--- config.mk ---
export PLATFORM = sky130hd
export DESIGN_NAME = three_voice_sound_generator_flat
export DESIGN_NICKNAME = d
export VERILOG_FILES = /design/src/rtl/tvsg_pkg.sv /design/src/rtl/tvsg_if.sv /design/src/rtl/tvsg_env_div.sv /design/src/rtl/tvsg_datapath.sv /design/src/rtl/tvsg_ctrl.sv /design/src/rtl/three_voice_sound_generator.sv /design/src/flat_wrapper.sv
export SDC_FILE = /design/constraint.sdc
export NUM_CORES = 1
export LEC_CHECK = 0
export ABC_AREA = 1
export ABC_CLOCK_PERIOD_IN_PS = 12270
export BUFFER_PORTS_ARGS = -buffer_cell sky130_fd_sc_hd__buf_4
export CORE_ASPECT_RATIO = 1.4
export CORE_MARGIN = 1
export CORE_UTILIZATION = 46
export DETAILED_ROUTE_END_ITERATION = 10
export PLACE_DENSITY = 0.61
export SETUP_SLACK_MARGIN = 0.5
export SLEW_MARGIN = 25
export SYNTH_ARGS = -nofsm -noshare
export SYNTH_HDL_FRONTEND = slang
export SYNTH_SLANG_ARGS = --single-unit
--- constraint.sdc ---
create_clock -name clk -period 12.27 [get_ports clk]
set_input_delay 0.6135 -clock clk [delete_from_list [all_inputs] [get_ports clk]]
set_output_delay 0.6135 -clock clk [all_outputs]
set_load 0.1 [all_outputs]
--- src/rtl/tvsg_pkg.sv ---
`timescale 1ns / 1ps
// ----------------------------------------------------------------------------
// tvsg_pkg
// Shared types and constants of the three-voice sound generator.
// ----------------------------------------------------------------------------
package tvsg_pkg;

	typedef enum logic [1:0] {
		OP_IDLE  = 2'd0,
		OP_READ  = 2'd1,
		OP_WRITE = 2'd2,
		OP_LATCH = 2'd3
	} tvsg_op_t;

	localparam logic [3:0] REG_TONE_LAST  = 4'd5;
	localparam logic [3:0] REG_NOISE      = 4'd6;
	localparam logic [3:0] REG_MIXER      = 4'd7;
	localparam logic [3:0] REG_AMP_A      = 4'd8;
	localparam logic [3:0] REG_AMP_B      = 4'd9;
	localparam logic [3:0] REG_AMP_C      = 4'd10;
	localparam logic [3:0] REG_ENV_FINE   = 4'd11;
	localparam logic [3:0] REG_ENV_COARSE = 4'd12;
	localparam logic [3:0] REG_ENV_SHAPE  = 4'd13;

	localparam int NUM_REGS  = 16;
	localparam int NUM_TONES = 3;

	typedef enum logic [1:0] {
		ST_IDLE     = 2'd0,
		ST_ENV_PREP = 2'd1,
		ST_ENV_DIV  = 2'd2,
		ST_ENV_DONE = 2'd3
	} tvsg_state_t;

	typedef struct packed {
		logic take;
		logic env_prep;
		logic div_step;
		logic env_done;
	} tvsg_cmd_t;

	typedef struct packed {
		logic env_tick;
		logic div_last;
		logic out_full;
	} tvsg_status_t;

endpackage

--- src/rtl/tvsg_if.sv ---
`timescale 1ns / 1ps
// ----------------------------------------------------------------------------
// tvsg_if
// Request and response channels of the three-voice sound generator.
// ----------------------------------------------------------------------------
interface tvsg_req_if;
	logic       valid;
	logic       ready;
	logic [1:0] operation;
	logic       reset_n;
	logic [7:0] data_in;

	modport source (output valid, output operation, output reset_n, output data_in,
		input ready);
	modport sink (input valid, input operation, input reset_n, input data_in,
		output ready);
endinterface

interface tvsg_rsp_if;
	logic       valid;
	logic       ready;
	logic [7:0] read_data;
	logic       read_valid;
	logic [9:0] sample;
	logic       sample_valid;

	modport source (output valid, output read_data, output read_valid, output sample,
		output sample_valid, input ready);
	modport sink (input valid, input read_data, input read_valid, input sample,
		input sample_valid, output ready);
endinterface

--- src/rtl/tvsg_env_div.sv ---
`timescale 1ns / 1ps
// ----------------------------------------------------------------------------
// tvsg_env_div
// Restoring divider giving the four-bit envelope step, one bit a cycle.
// ----------------------------------------------------------------------------
module tvsg_env_div (
	input  logic        clk,
	input  logic        arst_n,
	input  logic        start,
	input  logic        step,
	input  logic [16:0] numer,
	input  logic [16:0] span,
	output logic [3:0]  quot,
	output logic        last
);
	logic [16:0] rem_q;
	logic [3:0]  quot_q;
	logic [1:0]  cnt_q;
	logic [17:0] shifted;
	logic        fits;

	// The numerator is below the span, so four steps give the whole quotient.
	always_comb begin
		shifted = {rem_q, 1'b0};
		fits    = shifted >= {1'b0, span};
	end

	always_ff @(posedge clk or negedge arst_n) begin
		if (!arst_n) begin
			cnt_q <= 2'd0;
		end else if (start) begin
			cnt_q <= 2'd0;
		end else if (step) begin
			cnt_q <= cnt_q + 2'd1;
		end
	end

	always_ff @(posedge clk) begin
		if (start) begin
			rem_q  <= numer;
			quot_q <= 4'd0;
		end else if (step) begin
			rem_q  <= fits ? 17'(shifted - {1'b0, span}) : shifted[16:0];
			quot_q <= {quot_q[2:0], fits};
		end
	end

	assign quot = quot_q;
	assign last = (cnt_q == 2'd3);
endmodule

--- src/rtl/tvsg_datapath.sv ---
`timescale 1ns / 1ps
// ----------------------------------------------------------------------------
// tvsg_datapath
// Register file, tone, noise and envelope generators, mixer and result register.
// ----------------------------------------------------------------------------
module tvsg_datapath (
	input  logic                  clk,
	input  logic                  arst_n,
	input  tvsg_pkg::tvsg_cmd_t   cmd,
	output tvsg_pkg::tvsg_status_t status,
	input  logic [1:0]            operation,
	input  logic                  reset_n,
	input  logic [7:0]            data_in,
	input  logic                  out_ready,
	output logic                  out_valid,
	output logic [7:0]            read_data,
	output logic                  read_valid,
	output logic [9:0]            sample,
	output logic                  sample_valid
);
	import tvsg_pkg::*;

	logic [7:0]  regf_q [NUM_REGS];
	logic [7:0]  sel_q;
	logic [11:0] tper_q [NUM_TONES];
	logic [11:0] tcnt_q [NUM_TONES];
	logic [2:0]  tlvl_q;
	logic [4:0]  nper_q;
	logic [4:0]  ncnt_q;
	logic [16:0] nsh_q;
	logic        nlvl_q;
	logic [3:0]  cpre_q;
	logic [3:0]  epre_q;
	logic [16:0] erem_q;
	logic [1:0]  ecyc_q;
	logic [3:0]  elvl_q;

	logic        out_valid_q;
	logic [7:0]  out_rd_q;
	logic        out_rv_q;
	logic [9:0]  out_smp_q;
	logic        out_sv_q;

	logic [7:0]  regf_w [NUM_REGS];
	logic [11:0] tper_w [NUM_TONES];
	logic [11:0] tcnt_n [NUM_TONES];
	logic [2:0]  tlvl_n;
	logic [4:0]  nper_w;
	logic [4:0]  ncnt_n;
	logic [16:0] nsh_n;
	logic        nlvl_n;
	logic        wr_en;
	logic [3:0]  wr_addr;
	logic        env_restart;
	logic        tick;
	logic [3:0]  elvl_w;
	logic [9:0]  sample_w;
	logic [7:0]  rd_w;
	logic [16:0] span;
	logic [16:0] rem_p;
	logic [1:0]  cyc_p;
	logic [16:0] elapsed;
	logic [3:0]  quot;
	logic        div_last;
	logic [3:0]  lvl_d;
	logic [9:0]  sample_d;

	function automatic logic [9:0] mix_sample(input logic [7:0] en, input logic [2:0] tl,
		input logic nl, input logic [23:0] amps, input logic [3:0] el);
		logic [1:0] m;
		logic [3:0] g;
		logic [7:0] a;
		logic [5:0] prod;
		logic [6:0] sum;
		sum = 7'd0;
		for (int ch = 0; ch < NUM_TONES; ch++) begin
			a    = amps[8*ch +: 8];
			m    = {1'b0, ~en[ch] & tl[ch]} + {1'b0, ~en[ch+3] & nl};
			g    = a[4] ? el : a[3:0];
			prod = 6'(m) * 6'(g);
			sum  = sum + 7'(prod);
		end
		return ({3'b0, sum} << 3) + ({3'b0, sum} << 1);
	endfunction

	function automatic logic [3:0] env_level(input logic [1:0] cyc, input logic [3:0] shape,
		input logic [3:0] stp);
		logic cont;
		logic attack;
		logic alt;
		logic hold;
		cont   = shape[3];
		attack = shape[2];
		alt    = shape[1];
		hold   = shape[0];
		if (cyc == 2'd1) begin
			return attack ? stp : ~stp;
		end else if (!cont) begin
			return 4'd0;
		end else if (hold) begin
			return (alt ^ attack) ? 4'd15 : 4'd0;
		end else if (!alt) begin
			return attack ? stp : ~stp;
		end
		return (~cyc[0] ^ attack) ? stp : ~stp;
	endfunction

	always_comb begin
		logic [11:0] per;
		logic [11:0] tcnt_w;
		logic [11:0] tdec;
		logic [4:0]  ncnt_w;
		logic [4:0]  ndec;
		wr_en       = (operation == OP_WRITE) && (sel_q[7:4] == 4'd0);
		wr_addr     = sel_q[3:0];
		env_restart = wr_en && (wr_addr == REG_ENV_SHAPE);
		tick        = (cpre_q == 4'hF);
		for (int i = 0; i < NUM_REGS; i++) begin
			regf_w[i] = (wr_en && (wr_addr == 4'(i))) ? data_in : regf_q[i];
		end
		tlvl_n = tlvl_q;
		for (int ch = 0; ch < NUM_TONES; ch++) begin
			per = {regf_w[2*ch+1][3:0], regf_w[2*ch]};
			if (per == 12'd0) begin
				per = 12'd1;
			end
			if (wr_en && (wr_addr <= REG_TONE_LAST) && (wr_addr[3:1] == 3'(ch))) begin
				tper_w[ch] = per;
				tcnt_w     = per;
			end else begin
				tper_w[ch] = tper_q[ch];
				tcnt_w     = tcnt_q[ch];
			end
			tdec = tcnt_w - 12'd1;
			if (!tick) begin
				tcnt_n[ch] = tcnt_w;
			end else if (tdec == 12'd0) begin
				tcnt_n[ch] = tper_w[ch];
				tlvl_n[ch] = ~tlvl_q[ch];
			end else begin
				tcnt_n[ch] = tdec;
			end
		end
		if (wr_en && (wr_addr == REG_NOISE)) begin
			nper_w = (regf_w[REG_NOISE][4:0] == 5'd0) ? 5'd1 : regf_w[REG_NOISE][4:0];
			ncnt_w = nper_w;
		end else begin
			nper_w = nper_q;
			ncnt_w = ncnt_q;
		end
		ndec   = ncnt_w - 5'd1;
		nsh_n  = nsh_q;
		nlvl_n = nlvl_q;
		if (!tick) begin
			ncnt_n = ncnt_w;
		end else if (ndec == 5'd0) begin
			ncnt_n = nper_w;
			nsh_n  = {nsh_q[0] ^ nsh_q[3], nsh_q[16:1]};
			nlvl_n = nsh_q[1];
		end else begin
			ncnt_n = ndec;
		end
		elvl_w   = env_restart ? 4'd0 : elvl_q;
		sample_w = tick ? mix_sample(regf_w[REG_MIXER], tlvl_n, nlvl_n,
			{regf_w[REG_AMP_C], regf_w[REG_AMP_B], regf_w[REG_AMP_A]}, elvl_w) : 10'd0;
		rd_w = 8'd0;
		if ((operation == OP_READ) && (sel_q[7:4] == 4'd0)) begin
			rd_w = regf_q[sel_q[3:0]];
		end
	end

	always_comb begin
		logic [16:0] rem_dec;
		span    = {1'b0, regf_q[REG_ENV_COARSE], regf_q[REG_ENV_FINE]} + 17'd1;
		rem_dec = erem_q - 17'd1;
		rem_p   = rem_dec;
		cyc_p   = ecyc_q;
		if (rem_dec == 17'd0) begin
			rem_p = span;
			case (ecyc_q)
				2'd0:    cyc_p = 2'd1;
				2'd1:    cyc_p = 2'd2;
				2'd2:    cyc_p = 2'd3;
				default: cyc_p = 2'd2;
			endcase
		end
		elapsed  = (rem_p > span) ? 17'd0 : 17'(span - rem_p);
		lvl_d    = env_level(ecyc_q, regf_q[REG_ENV_SHAPE][3:0], quot);
		sample_d = mix_sample(regf_q[REG_MIXER], tlvl_q, nlvl_q,
			{regf_q[REG_AMP_C], regf_q[REG_AMP_B], regf_q[REG_AMP_A]}, lvl_d);
	end

	tvsg_env_div u_env_div (
		.clk    (clk),
		.arst_n (arst_n),
		.start  (cmd.env_prep),
		.step   (cmd.div_step),
		.numer  (elapsed),
		.span   (span),
		.quot   (quot),
		.last   (div_last)
	);

	always_ff @(posedge clk or negedge arst_n) begin
		if (!arst_n) begin
			for (int i = 0; i < NUM_REGS; i++) begin
				regf_q[i] <= 8'd0;
			end
			sel_q <= 8'd0;
			for (int ch = 0; ch < NUM_TONES; ch++) begin
				tper_q[ch] <= 12'd4095;
				tcnt_q[ch] <= 12'd1;
			end
			tlvl_q <= 3'd0;
			nper_q <= 5'd31;
			ncnt_q <= 5'd1;
			nsh_q  <= 17'd1;
			nlvl_q <= 1'b0;
			cpre_q <= 4'd0;
			epre_q <= 4'd0;
			erem_q <= 17'd1;
			ecyc_q <= 2'd0;
			elvl_q <= 4'd0;
		end else if (cmd.take && !reset_n) begin
			sel_q <= 8'd0;
			for (int ch = 0; ch < NUM_TONES; ch++) begin
				tper_q[ch] <= 12'd4095;
				tcnt_q[ch] <= 12'd1;
			end
			tlvl_q <= 3'd0;
			nper_q <= 5'd31;
			ncnt_q <= 5'd1;
			nsh_q  <= 17'd1;
			nlvl_q <= 1'b0;
			erem_q <= 17'd1;
			ecyc_q <= 2'd0;
			elvl_q <= 4'd0;
		end else if (cmd.take) begin
			regf_q <= regf_w;
			if (operation == OP_LATCH) begin
				sel_q <= data_in;
			end
			tper_q <= tper_w;
			tcnt_q <= tcnt_n;
			tlvl_q <= tlvl_n;
			nper_q <= nper_w;
			ncnt_q <= ncnt_n;
			nsh_q  <= nsh_n;
			nlvl_q <= nlvl_n;
			cpre_q <= cpre_q + 4'd1;
			if (tick) begin
				epre_q <= epre_q + 4'd1;
			end
			if (env_restart) begin
				erem_q <= 17'd1;
				ecyc_q <= 2'd0;
			end
			elvl_q <= elvl_w;
		end else if (cmd.env_prep) begin
			erem_q <= rem_p;
			ecyc_q <= cyc_p;
		end else if (cmd.env_done) begin
			elvl_q <= lvl_d;
		end
	end

	always_ff @(posedge clk or negedge arst_n) begin
		if (!arst_n) begin
			out_valid_q <= 1'b0;
		end else if ((cmd.take && !status.env_tick) || cmd.env_done) begin
			out_valid_q <= 1'b1;
		end else if (out_ready) begin
			out_valid_q <= 1'b0;
		end
	end

	always_ff @(posedge clk) begin
		if (cmd.take) begin
			out_rd_q  <= reset_n ? rd_w : 8'd0;
			out_rv_q  <= reset_n && (operation == OP_READ);
			out_smp_q <= reset_n ? sample_w : 10'd0;
			out_sv_q  <= reset_n && tick;
		end else if (cmd.env_done) begin
			out_smp_q <= sample_d;
			out_sv_q  <= 1'b1;
		end
	end

	assign status.env_tick = reset_n && (cpre_q == 4'hF) && (epre_q == 4'hF);
	assign status.div_last = div_last;
	assign status.out_full = out_valid_q;

	assign out_valid    = out_valid_q;
	assign read_data    = out_rd_q;
	assign read_valid   = out_rv_q;
	assign sample       = out_smp_q;
	assign sample_valid = out_sv_q;
endmodule

--- src/rtl/tvsg_ctrl.sv ---
`timescale 1ns / 1ps
// ----------------------------------------------------------------------------
// tvsg_ctrl
// Controller sequencing request intake and the multi-cycle envelope update.
// ----------------------------------------------------------------------------
module tvsg_ctrl (
	input  logic                   clk,
	input  logic                   arst_n,
	input  logic                   in_valid,
	output logic                   in_ready,
	input  logic                   out_ready,
	input  tvsg_pkg::tvsg_status_t status,
	output tvsg_pkg::tvsg_cmd_t    cmd
);
	import tvsg_pkg::*;

	tvsg_state_t state_q;
	tvsg_state_t state_d;
	logic        slot_free;

	assign slot_free = !status.out_full || out_ready;

	always_ff @(posedge clk or negedge arst_n) begin
		if (!arst_n) begin
			state_q <= ST_IDLE;
		end else begin
			state_q <= state_d;
		end
	end

	always_comb begin
		state_d = state_q;
		case (state_q)
			ST_IDLE: begin
				if (in_valid && slot_free && status.env_tick) begin
					state_d = ST_ENV_PREP;
				end
			end
			ST_ENV_PREP: begin
				state_d = ST_ENV_DIV;
			end
			ST_ENV_DIV: begin
				if (status.div_last) begin
					state_d = ST_ENV_DONE;
				end
			end
			ST_ENV_DONE: begin
				if (slot_free) begin
					state_d = ST_IDLE;
				end
			end
			default: begin
				state_d = ST_IDLE;
			end
		endcase
	end

	always_comb begin
		in_ready     = 1'b0;
		cmd          = '0;
		case (state_q)
			ST_IDLE: begin
				in_ready = slot_free;
				cmd.take = in_valid && slot_free;
			end
			ST_ENV_PREP: begin
				cmd.env_prep = 1'b1;
			end
			ST_ENV_DIV: begin
				cmd.div_step = 1'b1;
			end
			ST_ENV_DONE: begin
				cmd.env_done = slot_free;
			end
			default: begin
				cmd = '0;
			end
		endcase
	end
endmodule

--- src/rtl/three_voice_sound_generator.sv ---
`timescale 1ns / 1ps
// ----------------------------------------------------------------------------
// three_voice_sound_generator
// Three tone channels, a noise source and an envelope behind a byte bus.
// ----------------------------------------------------------------------------
// Each request on the request channel is one chip clock: a bus operation
// (idle, read, write, address latch), a generator reset bit and a data byte.
// Every request yields exactly one item on the response channel, carrying
// read data and, on every sixteenth non-reset clock, a mixed sample.
// A response to a request without an envelope step appears in the cycle
// after the request is accepted, and a new request is taken every cycle while
// the controller is idle and the response register is free or being emptied.
// On every 256th non-reset clock the envelope also advances: the controller
// then updates the envelope counter (ST_ENV_PREP), runs the bit-serial step
// divider (ST_ENV_DIV) and forms the mix (ST_ENV_DONE) before that request's
// response appears and before the next request is accepted.
// When the receiver stalls, the response register holds its item and the
// request channel is held off until it is taken.
// The asynchronous reset clears the register file, the prescalers and all
// generator state. A request with reset_n low resets the generators and the
// selected address only and returns an all-zero response.
// ----------------------------------------------------------------------------
module three_voice_sound_generator (
	input  logic       clk,
	input  logic       arst_n,
	tvsg_req_if.sink   request,
	tvsg_rsp_if.source response
);
	import tvsg_pkg::*;

	tvsg_cmd_t    cmd;
	tvsg_status_t status;

	tvsg_ctrl u_ctrl (
		.clk       (clk),
		.arst_n    (arst_n),
		.in_valid  (request.valid),
		.in_ready  (request.ready),
		.out_ready (response.ready),
		.status    (status),
		.cmd       (cmd)
	);

	tvsg_datapath u_datapath (
		.clk          (clk),
		.arst_n       (arst_n),
		.cmd          (cmd),
		.status       (status),
		.operation    (request.operation),
		.reset_n      (request.reset_n),
		.data_in      (request.data_in),
		.out_ready    (response.ready),
		.out_valid    (response.valid),
		.read_data    (response.read_data),
		.read_valid   (response.read_valid),
		.sample       (response.sample),
		.sample_valid (response.sample_valid)
	);
endmodule

--- src/flat_wrapper.sv ---
// flat-port wrapper written by rule: the top's interface ports become plain ports
module three_voice_sound_generator_flat import tvsg_pkg::*;
  (clk, arst_n, request_valid, request_operation, request_reset_n, request_data_in, request_ready, response_valid, response_read_data, response_read_valid, response_sample, response_sample_valid, response_ready);
  tvsg_req_if request_i ();
  tvsg_rsp_if response_i ();
  input  logic clk;
  input  logic arst_n;
  input wire logic [$bits(request_i.valid)-1:0] request_valid;
  input wire logic [$bits(request_i.operation)-1:0] request_operation;
  input wire logic [$bits(request_i.reset_n)-1:0] request_reset_n;
  input wire logic [$bits(request_i.data_in)-1:0] request_data_in;
  output wire logic [$bits(request_i.ready)-1:0] request_ready;
  output wire logic [$bits(response_i.valid)-1:0] response_valid;
  output wire logic [$bits(response_i.read_data)-1:0] response_read_data;
  output wire logic [$bits(response_i.read_valid)-1:0] response_read_valid;
  output wire logic [$bits(response_i.sample)-1:0] response_sample;
  output wire logic [$bits(response_i.sample_valid)-1:0] response_sample_valid;
  input wire logic [$bits(response_i.ready)-1:0] response_ready;
  assign request_i.valid = request_valid;
  assign request_i.operation = request_operation;
  assign request_i.reset_n = request_reset_n;
  assign request_i.data_in = request_data_in;
  assign request_ready = request_i.ready;
  assign response_valid = response_i.valid;
  assign response_read_data = response_i.read_data;
  assign response_read_valid = response_i.read_valid;
  assign response_sample = response_i.sample;
  assign response_sample_valid = response_i.sample_valid;
  assign response_i.ready = response_ready;
  three_voice_sound_generator u_core (.clk(clk), .arst_n(arst_n), .request(request_i), .response(response_i));
endmodule
After elaboration in Yosys (flattened, before gate mapping)
Index checks and enable logic that the tools add are counted.
{"block": "classes", "add_sub_neg": 23, "multipliers": 6, "order_cmp": 4, "n_eq_ne": 33, "muxes": 118, "bitwise_logic": 34, "n_reduce_logical": 80}
{"op": "17-bit two-way mux", "count": 13}
{"op": "12-bit two-way mux", "count": 15}
{"op": "36-bit two-way mux", "count": 4}
{"op": "4-bit two-way mux", "count": 22}
{"op": "12-bit logical NOT", "count": 6}
{"op": "5-bit two-way mux", "count": 13}
{"op": "8-bit two-way mux", "count": 8}
{"op": "3-bit AND reduction", "count": 17}
{"op": "4-bit equality test, second input constant", "count": 10}
{"op": "10-bit two-way mux", "count": 4}
{"op": "2-bit by 4-bit multiplier with 6-bit output", "count": 6}
{"op": "12-bit by 1-bit subtractor with 12-bit output, second input constant", "count": 3}
{"op": "17-bit subtractor", "count": 2}
{"op": "8-bit binary-select mux with 4-bit select", "count": 1}
{"op": "1-bit logical AND", "count": 29}
{"op": "1-bit two-way mux", "count": 23}
{"op": "10-bit by 8-bit adder with 10-bit output", "count": 2}
{"op": "2-bit two-way mux", "count": 10}
{"op": "18-bit by 17-bit greater-or-equal comparator with 1-bit output", "count": 1}
{"op": "16-bit by 1-bit adder with 17-bit output, second input constant", "count": 1}
{"op": "17-bit > comparator", "count": 1}
{"op": "17-bit logical NOT", "count": 1}
{"op": "1-bit inverter", "count": 17}
{"op": "17-bit by 1-bit subtractor with 17-bit output, second input constant", "count": 1}
{"op": "other kinds (35)", "count": 88}
{"block": "totals", "regBits": 316, "out_inout_bits": 22, "wordCells": 348}

Logic depth before layout (Yosys ltp)
Gate-level depths: netlist of the first run.
{"block": "logic_depth", "depth_word": 20, "ltp_mapped": 47, "ltp_nobuf": 46}

Cells and area by module
Synthesis of the first run repeated with hierarchy kept, for this count alone.
{"block": "unflattened", "hier_cells": 3101, "hier_area_um2": 22804.4}
{"module": "tvsg_datapath", "instances": 1, "cells_each": 2686, "area_each_um2": 20029.2}
{"module": "tvsg_env_div", "instances": 1, "cells_each": 385, "area_each_um2": 2548.7}
{"module": "tvsg_ctrl", "instances": 1, "cells_each": 30, "area_each_um2": 226.5}

Worst setup path after synthesis of the first run
OpenSTA, ideal clock, no wires.
{"block": "synth_path", "path_type": "input -> register", "from": "input port request_operation[0]", "to": "register u_core.u_datapath.out_smp_q[8] (netlist: u_core.u_datapath.sample[8]), data pin", "setup_ns": 0.278, "arrival_ns": 7.200, "required_ns": 11.992, "path_slack_ns": 4.793, "cell_stages": 43, "cell_sequence": "inv_1 -> nand2_1 -> nor2_8 -> inv_4 -> nor2_4 -> inv_2 -> clkbuf_1 -> nand2_1 -> inv_1 -> a21oi_1 -> ha_1 -> nand3_1 -> nor2_4 -> nand2_1 -> nor2_1 -> nand2_1 -> nand2_1 -> nand3_1 -> [... 7 more ...] -> nor2_1 -> fa_1 -> inv_1 -> fa_1 -> fa_1 -> inv_1 -> ha_1 -> inv_1 -> fa_1 -> o21ai_0 -> xnor2_1 -> inv_1 -> ha_1 -> a21oi_1 -> o31ai_1 -> o21ai_0 -> inv_1 -> o2bb2ai_1"}
{"block": "synth_via", "elab_chain_cells": 20, "elab_cells_between_ends": 85, "cone_classes": "add/sub: 10; mul: 3; eq/ne: 1; mux: 34; bitwise: 12; reduce/logical: 25"}
{"element": "start: declaration", "line": "flat_wrapper.sv:9", "source": "input wire logic [$bits(request_i.operation)-1:0] request_operation;"}
{"element": "2-bit equality test (*)", "line": "tvsg_datapath.sv:114", "source": "wr_en = (operation == OP_WRITE) && (sel_q[7:4] == 4'd0);"}
{"element": "1-bit logical AND (*)", "line": "tvsg_datapath.sv:114"}
{"element": "1-bit logical AND (on tied branches)", "line": "tvsg_datapath.sv:119, tvsg_datapath.sv:144"}
{"element": "8-bit two-way mux (tied with other cells)", "line": "tvsg_datapath.sv:119", "source": "regf_w[i] = (wr_en && (wr_addr == 4'(i))) ? data_in : regf_q[i];"}
{"element": "12-bit logical NOT / 5-bit logical NOT (equally long branches)", "line": "tvsg_datapath.sv:124, tvsg_datapath.sv:145"}
{"element": "12-bit two-way mux / 5-bit two-way mux (equally long branches)", "line": "tvsg_datapath.sv:124, tvsg_datapath.sv:145"}
{"element": "12-bit two-way mux / 5-bit two-way mux (equally long branches)", "line": "tvsg_datapath.sv:127, tvsg_datapath.sv:144"}
{"element": "12-bit by 1-bit subtractor with 12-bit output / 5-bit by 1-bit subtractor with 5-bit output (equally long branches)", "line": "tvsg_datapath.sv:134, tvsg_datapath.sv:151"}
{"element": "[... 4 more ...]"}
{"element": "1-bit by 1-bit adder with 2-bit output", "line": "tvsg_datapath.sv:78", "source": "m = {1'b0, ~en[ch] & tl[ch]} + {1'b0, ~en[ch+3] & nl};"}
{"element": "2-bit by 4-bit multiplier with 6-bit output", "line": "tvsg_datapath.sv:80", "source": "prod = 6'(m) * 6'(g);"}
{"element": "6-bit by 6-bit adder with 7-bit output", "line": "tvsg_datapath.sv:81", "source": "sum = sum + 7'(prod);"}
{"element": "7-bit by 6-bit adder with 7-bit output (*)", "line": "tvsg_datapath.sv:81"}
{"element": "10-bit by 8-bit adder with 10-bit output (*)", "line": "tvsg_datapath.sv:83", "source": "return ({3'b0, sum} << 3) + ({3'b0, sum} << 1);"}
{"element": "10-bit two-way mux (*)", "line": "tvsg_datapath.sv:164", "source": "sample_w = tick ? mix_sample(regf_w[REG_MIXER], tlvl_n, nlvl_n,"}
{"element": "10-bit two-way mux (*)", "line": "tvsg_datapath.sv:281", "source": "out_smp_q <= reset_n ? sample_w : 10'd0;"}
{"element": "10-bit two-way mux (*)", "line": "tvsg_datapath.sv:278", "source": "if (cmd.take) begin"}
{"element": "end signal: assignment", "line": "tvsg_datapath.sv:281"}
{"element": "end signal: assignment", "line": "tvsg_datapath.sv:284", "source": "out_smp_q <= sample_d;"}
{"element": "end: declaration", "line": "tvsg_datapath.sv:41", "source": "logic [9:0] out_smp_q;"}
Mark *: on every way between the ends. The rest lies on a longest branch, timed or not.
A chain may end at the register's enable or synchronous reset.

Worst setup path in the final report of the first run
{"block": "layout_path", "from": "register u_core.u_datapath.sel_q[4]", "to": "register u_core.u_datapath.out_smp_q[8] (netlist: u_core.u_datapath.sample[8]), data pin"}
{"block": "layout_via", "elab_chain_cells": 20, "elab_cells_between_ends": 85, "cone_classes": "add/sub: 10; mul: 3; mux: 34; bitwise: 12; reduce/logical: 26"}
{"element": "start: declaration", "line": "tvsg_datapath.sv:24", "source": "logic [7:0] sel_q;"}
{"element": "start signal: assignment", "line": "tvsg_datapath.sv:241", "source": "sel_q <= data_in;"}
{"element": "4-bit logical NOT (*)", "line": "tvsg_datapath.sv:114"}
{"element": "1-bit logical AND (*)", "line": "tvsg_datapath.sv:114"}
{"element": "1-bit logical AND (on tied branches)", "line": "tvsg_datapath.sv:119, tvsg_datapath.sv:144"}
{"element": "8-bit two-way mux (tied with other cells)", "line": "tvsg_datapath.sv:119"}
{"element": "12-bit logical NOT / 5-bit logical NOT (equally long branches)", "line": "tvsg_datapath.sv:124, tvsg_datapath.sv:145"}
{"element": "12-bit two-way mux / 5-bit two-way mux (equally long branches)", "line": "tvsg_datapath.sv:124, tvsg_datapath.sv:145"}
{"element": "12-bit two-way mux / 5-bit two-way mux (equally long branches)", "line": "tvsg_datapath.sv:127, tvsg_datapath.sv:144"}
{"element": "12-bit by 1-bit subtractor with 12-bit output / 5-bit by 1-bit subtractor with 5-bit output (equally long branches)", "line": "tvsg_datapath.sv:134, tvsg_datapath.sv:151"}
{"element": "[... 4 more ...]"}
{"element": "1-bit by 1-bit adder with 2-bit output", "line": "tvsg_datapath.sv:78"}
{"element": "2-bit by 4-bit multiplier with 6-bit output", "line": "tvsg_datapath.sv:80"}
{"element": "6-bit by 6-bit adder with 7-bit output", "line": "tvsg_datapath.sv:81"}
{"element": "7-bit by 6-bit adder with 7-bit output (*)", "line": "tvsg_datapath.sv:81"}
{"element": "10-bit by 8-bit adder with 10-bit output (*)", "line": "tvsg_datapath.sv:83"}
{"element": "10-bit two-way mux (*)", "line": "tvsg_datapath.sv:164"}
{"element": "10-bit two-way mux (*)", "line": "tvsg_datapath.sv:281"}
{"element": "10-bit two-way mux (*)", "line": "tvsg_datapath.sv:278"}
Marks and branches as above.

==> results.yml, run 1 <==
outcome:
  outcome: "complete, no violations"
setup_path:
  crit_end: "u_core.u_datapath.sample[8]$_DFFE_PP_"
  max_stage_delay_ps: 520
  crit_path_end_kind: "flop"
  required_ps: 12520
  start_kind: "flop"
  r2r-end: "u_core.u_datapath.sample[8]$_DFFE_PP_"
  crit_start: "u_core.u_datapath.sel_q[4]$_DFFE_PN0P_"
  timing.critical_path.mode_cell: "inv_1"
  cp_slowest_cell: "nor2_4"
  reg2reg_setup_slack_ps: 2870
  critPathKind: "reg2reg"
  r2r-start: "u_core.u_datapath.sel_q[4]$_DFFE_PN0P_"
  arrival_ps: 9650
  ff2ff_path_depth: 42
  crit_fanout: 36
placement:
  placedCellCount: 3545
  dpl-instance-area_mm2: 0.0228
  dpl_worst_slack_ps: 2640
  numPortBuffers: 35
  hpwl_um: 48000
  place_congestion: 0.909
timing:
  fin_skew_ps: 14.7
  fin_tns_setup_ps: 0
  maxSlewHeadroom_pct: 30.0
  timing.final.max_slew_violations: 0
  clock.fmax_mhz: 106
  worst_pin_slew_ps: 1040
  whs_ps: 135
  finalHoldViolCount: 0
  min_period_ps: 9400
  rsz0062_at_grt: "false"
  post-route-period-util_pct: 76.6
  worst_slack_ps: 2870
  setup_violations: 0
pwr:
  power_leakage_nw: 11.5
  ir_drop_uv: 197
  p_total_mw: 5.83
  power.density_mw_per_mm2: 243
clocking:
  postCtsSetupBuffers: 0
  ctsResizeCount: 0
  cts_hold_buf: 0
  clk_latency_ps: 540
  clk_pin_slew_ps: 60
  clk_path_buf_depth: 3
  cts_tree: "yes"
  h-tree-depth: 2
  clockRootBuffer: "clkbuf_16"
  cts_buffers: 37
  numClockSinks: 315
routing:
  drc: 0
  viasPerCell: 5.52
  routed_wl_um: 66200
  wl_per_cell_um: 18.3
  ant_nets: 0
  dr.pass1.iters: 7
  dr_total_vias: 19900
  drtIter0Drc: 1193
synth:
  syn_avg_cell_area_um2: 7.41
  synth_top_family_by_area: "simple AND/OR/NAND/NOR gates"
  yosys.area.top_type: "dfrtp_1"
  netlist_area_mm2: 0.0221
  synthAdderAreaFrac_pct: 7.68
  synth_cells: 2982
  synth_common_cells: "nand2_1, inv_1, o21ai_0"
  synth_compound_area_share_pct: 18.1
  synthXorXnorAreaFrac_pct: 3.17
  yosys_warnings: 0
  synth_nets: 3114
  ys_ff_latch: 315
  synth-edff-count: 36
  synthArstFlopShare_pct: 87.3
  synth_flop_cell: "dfrtp_1"
  muxShareOfSynthArea_pct: 0.0453
  ys_seq_area_share_pct: 36.7
  netlist.area_leader.share_pct: 25.8
  yosys.area_share.simple_pct: 24.3
  synth_area_leaders: "dfrtp_1, nand2_1, inv_1"
  synth.most_common_cell: "nand2_1"
  yosys.cell_types.count: 67
min_path:
  hp-class: "in2async"
final_layout:
  layoutNonFillerInstCount: 3610
  fin_util_pct: 50.9
  final_area_mm2: 0.0240
  area_growth_pct: 8.64
  nFillCells: 4619
  fin_nets: 3092
  drive_above_1_share_pct: 9.44
  diodes: 0
global_route:
  grt_pass1_wl_um: 105000
  grt_pass1_vias: 19600
  grt_usage_pct: 27.2
  antenna_found_initial: 0
  grt_max_degree: 165
  overflow: 0
floorplanning:
  dieWidth_um: 187
  io_pins: 37
  start_util_pct: 46.9
  row_count: 94
  core_mm2: 0.0472
  dieHeight_um: 261
  die-area_mm2: 0.0489
flow_run:
  max-cap-violations: 0
how the worst min path moves through the flow:
stage | startpoint | cells past startpoint | endpoint
5_1_grt | arst_n | 1 | u_core.u_datapath.erem_q[15]$_DFFE_PN0P_
2_1_floorplan | arst_n | 0 | u_core.u_ctrl.state_q[0]$_DFFE_PN0P_
3_3_place_gp | u_core.u_datapath.nsh_q[7]$_DFFE_PN0P_ | 2 | u_core.u_datapath.nsh_q[7]$_DFFE_PN0P_
6_report | arst_n | 1 | u_core.u_datapath.erem_q[15]$_DFFE_PN0P_
3_5_place_dp | u_core.u_datapath.tcnt_q[0]$_DFFE_PN1P_ | 2 | u_core.u_datapath.tcnt_q[0]$_DFFE_PN1P_
4_1_cts | arst_n | 1 | u_core.u_datapath.erem_q[15]$_DFFE_PN0P_
logic make-up after synthesis:
group / Yosys count
other: 1
buffers and inverters: 561
multiplexers: 1
flip-flops: 315
XOR/XNOR: 80
adder cells (fa/ha/maj): 117
AND/OR/NAND/NOR: 1216
AO/OA/AOI/OAI: 691
placed cells by master (no fill, tap or decap), drive strengths merged, types with 13 or more instances in the layout:
cell type	n
nand2	729
inv	439
o21ai	342
dfrtp	228
nor2	214
nand3	168
a21oi	144
ha	86
o22ai	61
xor2	59
clkbuf	55
buf	53
dfstp	47
nand4	43
a22oi	37
edfxtp	36
fa	31
or2	30
o211ai	26
xnor2	21
o221ai	17
nor3	15
clkinv	13
a21boi	13
area by class of cell:
type | instances | area [um2] | area share (%)
Clock buffer | 55 | 1040 | 4.35
Clock inverter | 10 | 160 | 0.667
Inverter | 447 | 1690 | 7.03
Multi-Input combinational cell | 2106 | 11800 | 49.2
Sequential cell | 315 | 8100 | 33.7
Tap cell | 624 | 781 | 3.25
Timing Repair Buffer | 53 | 418 | 1.74
state kept, by name, summed over array words and instances (netlist names), 9 cells and up:
register	flops
u_core.u_datapath.erem_q	17
u_core.u_datapath.nsh_q	17
u_core.u_datapath.sample	9
u_core.u_datapath.tcnt_q	36
u_core.u_datapath.tper_q	36
u_core.u_datapath.regf_q	128
u_core.u_datapath.u_env_div.rem_q	17
report_power, final:
part	switching [mW]	total [mW]	internal, mW
logic	2.09	3.05	0.960
registers	0.184	1.64	1.46
clock network	0.460	1.13	0.674
total	2.74	5.83	3.09
layer usage:
| layer | part of all wire, % | track usage, % | wire length (um) |
|---|---|---|---|
| met5 | 0 | 0 | 0 |
| met1 | 41 | 31.8 | 27000 |
| met2 | 51 | 50.4 | 33700 |
| met4 | 4.5 | 12.3 | 2960 |
| met3 | 3.9 | 2.26 | 2550 |
critical path: cells and delay by family (launching register included):
family	cells	cell delay (ps)
buf+inv	9	930
simple gates	17	3420
xor+xnor	1	200
compound gates	7	1270
flops	1	380
fa+ha+maj	8	2890
No activity file was read; power rests on OpenSTA's default activity.
==> run 2: changes to the inputs <==
--- a/config.mk
+++ b/config.mk
@@ -6,13 +6,13 @@
 export NUM_CORES = 1
 export LEC_CHECK = 0
 export ABC_AREA = 1
-export ABC_CLOCK_PERIOD_IN_PS = 12270
+export ABC_CLOCK_PERIOD_IN_PS = 8050
 export BUFFER_PORTS_ARGS = -buffer_cell sky130_fd_sc_hd__buf_4
 export CORE_ASPECT_RATIO = 1.4
 export CORE_MARGIN = 1
 export CORE_UTILIZATION = 46
 export DETAILED_ROUTE_END_ITERATION = 10
-export PLACE_DENSITY = 0.61
+export PLACE_DENSITY = 0.64
 export SETUP_SLACK_MARGIN = 0.5
 export SLEW_MARGIN = 25
 export SYNTH_ARGS = -nofsm -noshare
==> constraint.sdc (replaced) <==
create_clock -name clk -period 8.05 [get_ports clk]
set_input_delay 0.4025 -clock clk [delete_from_list [all_inputs] [get_ports clk]]
set_output_delay 0.4025 -clock clk [all_outputs]
set_load 0.1 [all_outputs]
==> run 2 against run 1 <==
  * Routed wire length rose by 2.6%
  * Worst setup slack worse by 2200 ps
  * Sequential share of layout area down 1.8 points
  * Count of clock-buffer cells in the layout decreased by 8
  * Clock skew is 4.2 ps higher
  * Combinational power is 71% higher
  * Critical path depth stayed put
  * Critical path type unchanged
  * Worst hold slack better by 31 ps
==> results.yml, run 2 (same netlist as run 1, synthesis figures left out) <==
placement:
  hpwl_um: 48900
  dpl_worst_slack_ps: 25.8
  place_congestion: 0.937
  placedCellCount: 3594
  dpl-instance-area_mm2: 0.0232
  numPortBuffers: 35
clocking:
  clk_path_buf_depth: 3
  clk_latency_ps: 540
  clk_pin_slew_ps: 70
  h-tree-depth: 2
  clockRootBuffer: "clkbuf_16"
  cts_buffers: 36
  cts_tree: "yes"
  numClockSinks: 315
setup_path:
  crit_fanout: 13
  cp_slowest_cell: "fa_1"
  max_stage_delay_ps: 570
  crit_start: "u_core.u_datapath.sel_q[1]$_DFFE_PN0P_"
  start_kind: "flop"
  arrival_ps: 7620
  crit_path_end_kind: "flop"
  r2r-start: "u_core.u_datapath.sel_q[1]$_DFFE_PN0P_"
  reg2reg_setup_slack_ps: 710
  required_ps: 8330
  critPathKind: "reg2reg"
timing:
  post-route-period-util_pct: 91.2
  rsz0062_at_grt: "false"
  maxSlewHeadroom_pct: 39.3
  worst_pin_slew_ps: 910
  finalHoldViolCount: 0
  min_period_ps: 7340
  fin_tns_setup_ps: 0
  timing.final.max_slew_violations: 0
  worst_slack_ps: 708
  clock.fmax_mhz: 136
  fin_skew_ps: 18.9
  setup_violations: 0
  whs_ps: 165
global_route:
  grt_pass1_wl_um: 106000
  antenna_found_initial: 1
  overflow: 0
  grt_max_degree: 80
  grt_usage_pct: 27.3
  grt_pass1_vias: 20100
floorplanning:
  core_mm2: 0.0472
  die-area_mm2: 0.0489
  io_pins: 37
  row_count: 94
  dieWidth_um: 187
  start_util_pct: 46.9
  dieHeight_um: 261
final_layout:
  reg_top3: "u_core.u_datapath.regf_q x128, u_core.u_datapath.tcnt_q x36, u_core.u_datapath.tper_q x36"
  nFillCells: 4470
  drive_above_1_share_pct: 15.9
  largest_reg_flops: 128
  layoutNonFillerInstCount: 3705
  top_register: "u_core.u_datapath.regf_q"
  final_area_mm2: 0.0254
  area_growth_pct: 14.9
  layout_commonest_cell: "nand2_1"
  fin_nets: 3187
  diodes: 0
  fin_util_pct: 53.9
  final_cell_mix: "nand2_1, inv_1, o21ai_0"
routing:
  dr.pass1.iters: 5
  dr_total_vias: 20500
  wl_per_cell_um: 18.3
  ant_nets: 0
  routed_wl_um: 67900
  viasPerCell: 5.54
  drc: 0
  drtIter0Drc: 1326
outcome:
  outcome: "complete, no violations"
pwr:
  power_switching_mw: 4.42
  combPwrFrac_pct: 55.8
  p_total_mw: 9.35
  power.density_mw_per_mm2: 368
  internal_power_mw: 4.93
  p_seq_share_pct: 26.7
  pwr-share-clk_pct: 17.6
  power_leakage_nw: 12.1
  ir_drop_uv: 240
  switching_share_pct: 47.3
min_path:
  hp-start: "request_data_in[5]"
  hp-class: "in2reg"
flow_run:
  max-cap-violations: 0
==> run 2: layer usage <==
layer  track usage (%)  wire length [um]
met4              12.5              2920
met1              32.6             27600
met5                 0                13
met2              49.1             34300
met3              3.38              3060
==> run 2: worst paths after layout <==
kind | to | depth (start not counted)
max reg2reg | u_core.u_datapath.sample[8]$_DFFE_PP_ | 42
min | u_core.u_datapath.regf_q[85]$_DFFE_PN0P_ | 3
max in group asynchronous | u_core.u_datapath.tlvl_q[1]$_DFFE_PN0P_ | 3
min reg2reg | u_core.u_datapath.nsh_q[6]$_DFFE_PN0P_ | 2
max | u_core.u_datapath.sample[8]$_DFFE_PP_ | 42
min in group asynchronous | u_core.u_datapath.erem_q[13]$_DFFE_PN0P_ | 2
==> run 2: critical path: cells and delay by family, from the launching register on <==
| family | cells | cell delay [ps] |
|---|---|---|
| buf+inv | 9 | 850 |
| compound gates | 4 | 720 |
| xor+xnor | 2 | 320 |
| fa+ha+maj | 8 | 2740 |
| simple gates | 19 | 1990 |
| flops | 1 | 420 |
==> run 2: power groups by stage <==
stage | Combinational, mW | Clock [mW] | Sequential [mW]
5_1_grt | 5.78 | 1.73 | 2.54
6_report | 5.22 | 1.64 | 2.49
3_5_place_dp | 4.73 | 0 | 2.51
2_1_floorplan | 3.32 | 0 | 2.68
3_3_place_gp | 4.65 | 0 | 2.49
4_1_cts | 4.80 | 1.67 | 2.48
==> run 2: area by class of cell <==
class / instances / area, um2 / share of cell area (%)
clock buffers: 47 / 1010 / 3.99
well taps: 624 / 781 / 3.07
clock inverters: 17 / 128 / 0.502
inverters: 447 / 1700 / 6.69
multi-input cells: 2108 / 12400 / 49.0
repair buffers: 147 / 1230 / 4.83
flip-flops and latches: 315 / 8100 / 31.9
==> run 2: timing repair <==
item	4_1_cts	5_1_grt
setup endpoints to repair	5	6
hold endpoints to repair	63	0
cloned	0	3
hold buffers	1	0
gates resized for setup	34	135
pin swaps	11	61
buffers inserted	6	37
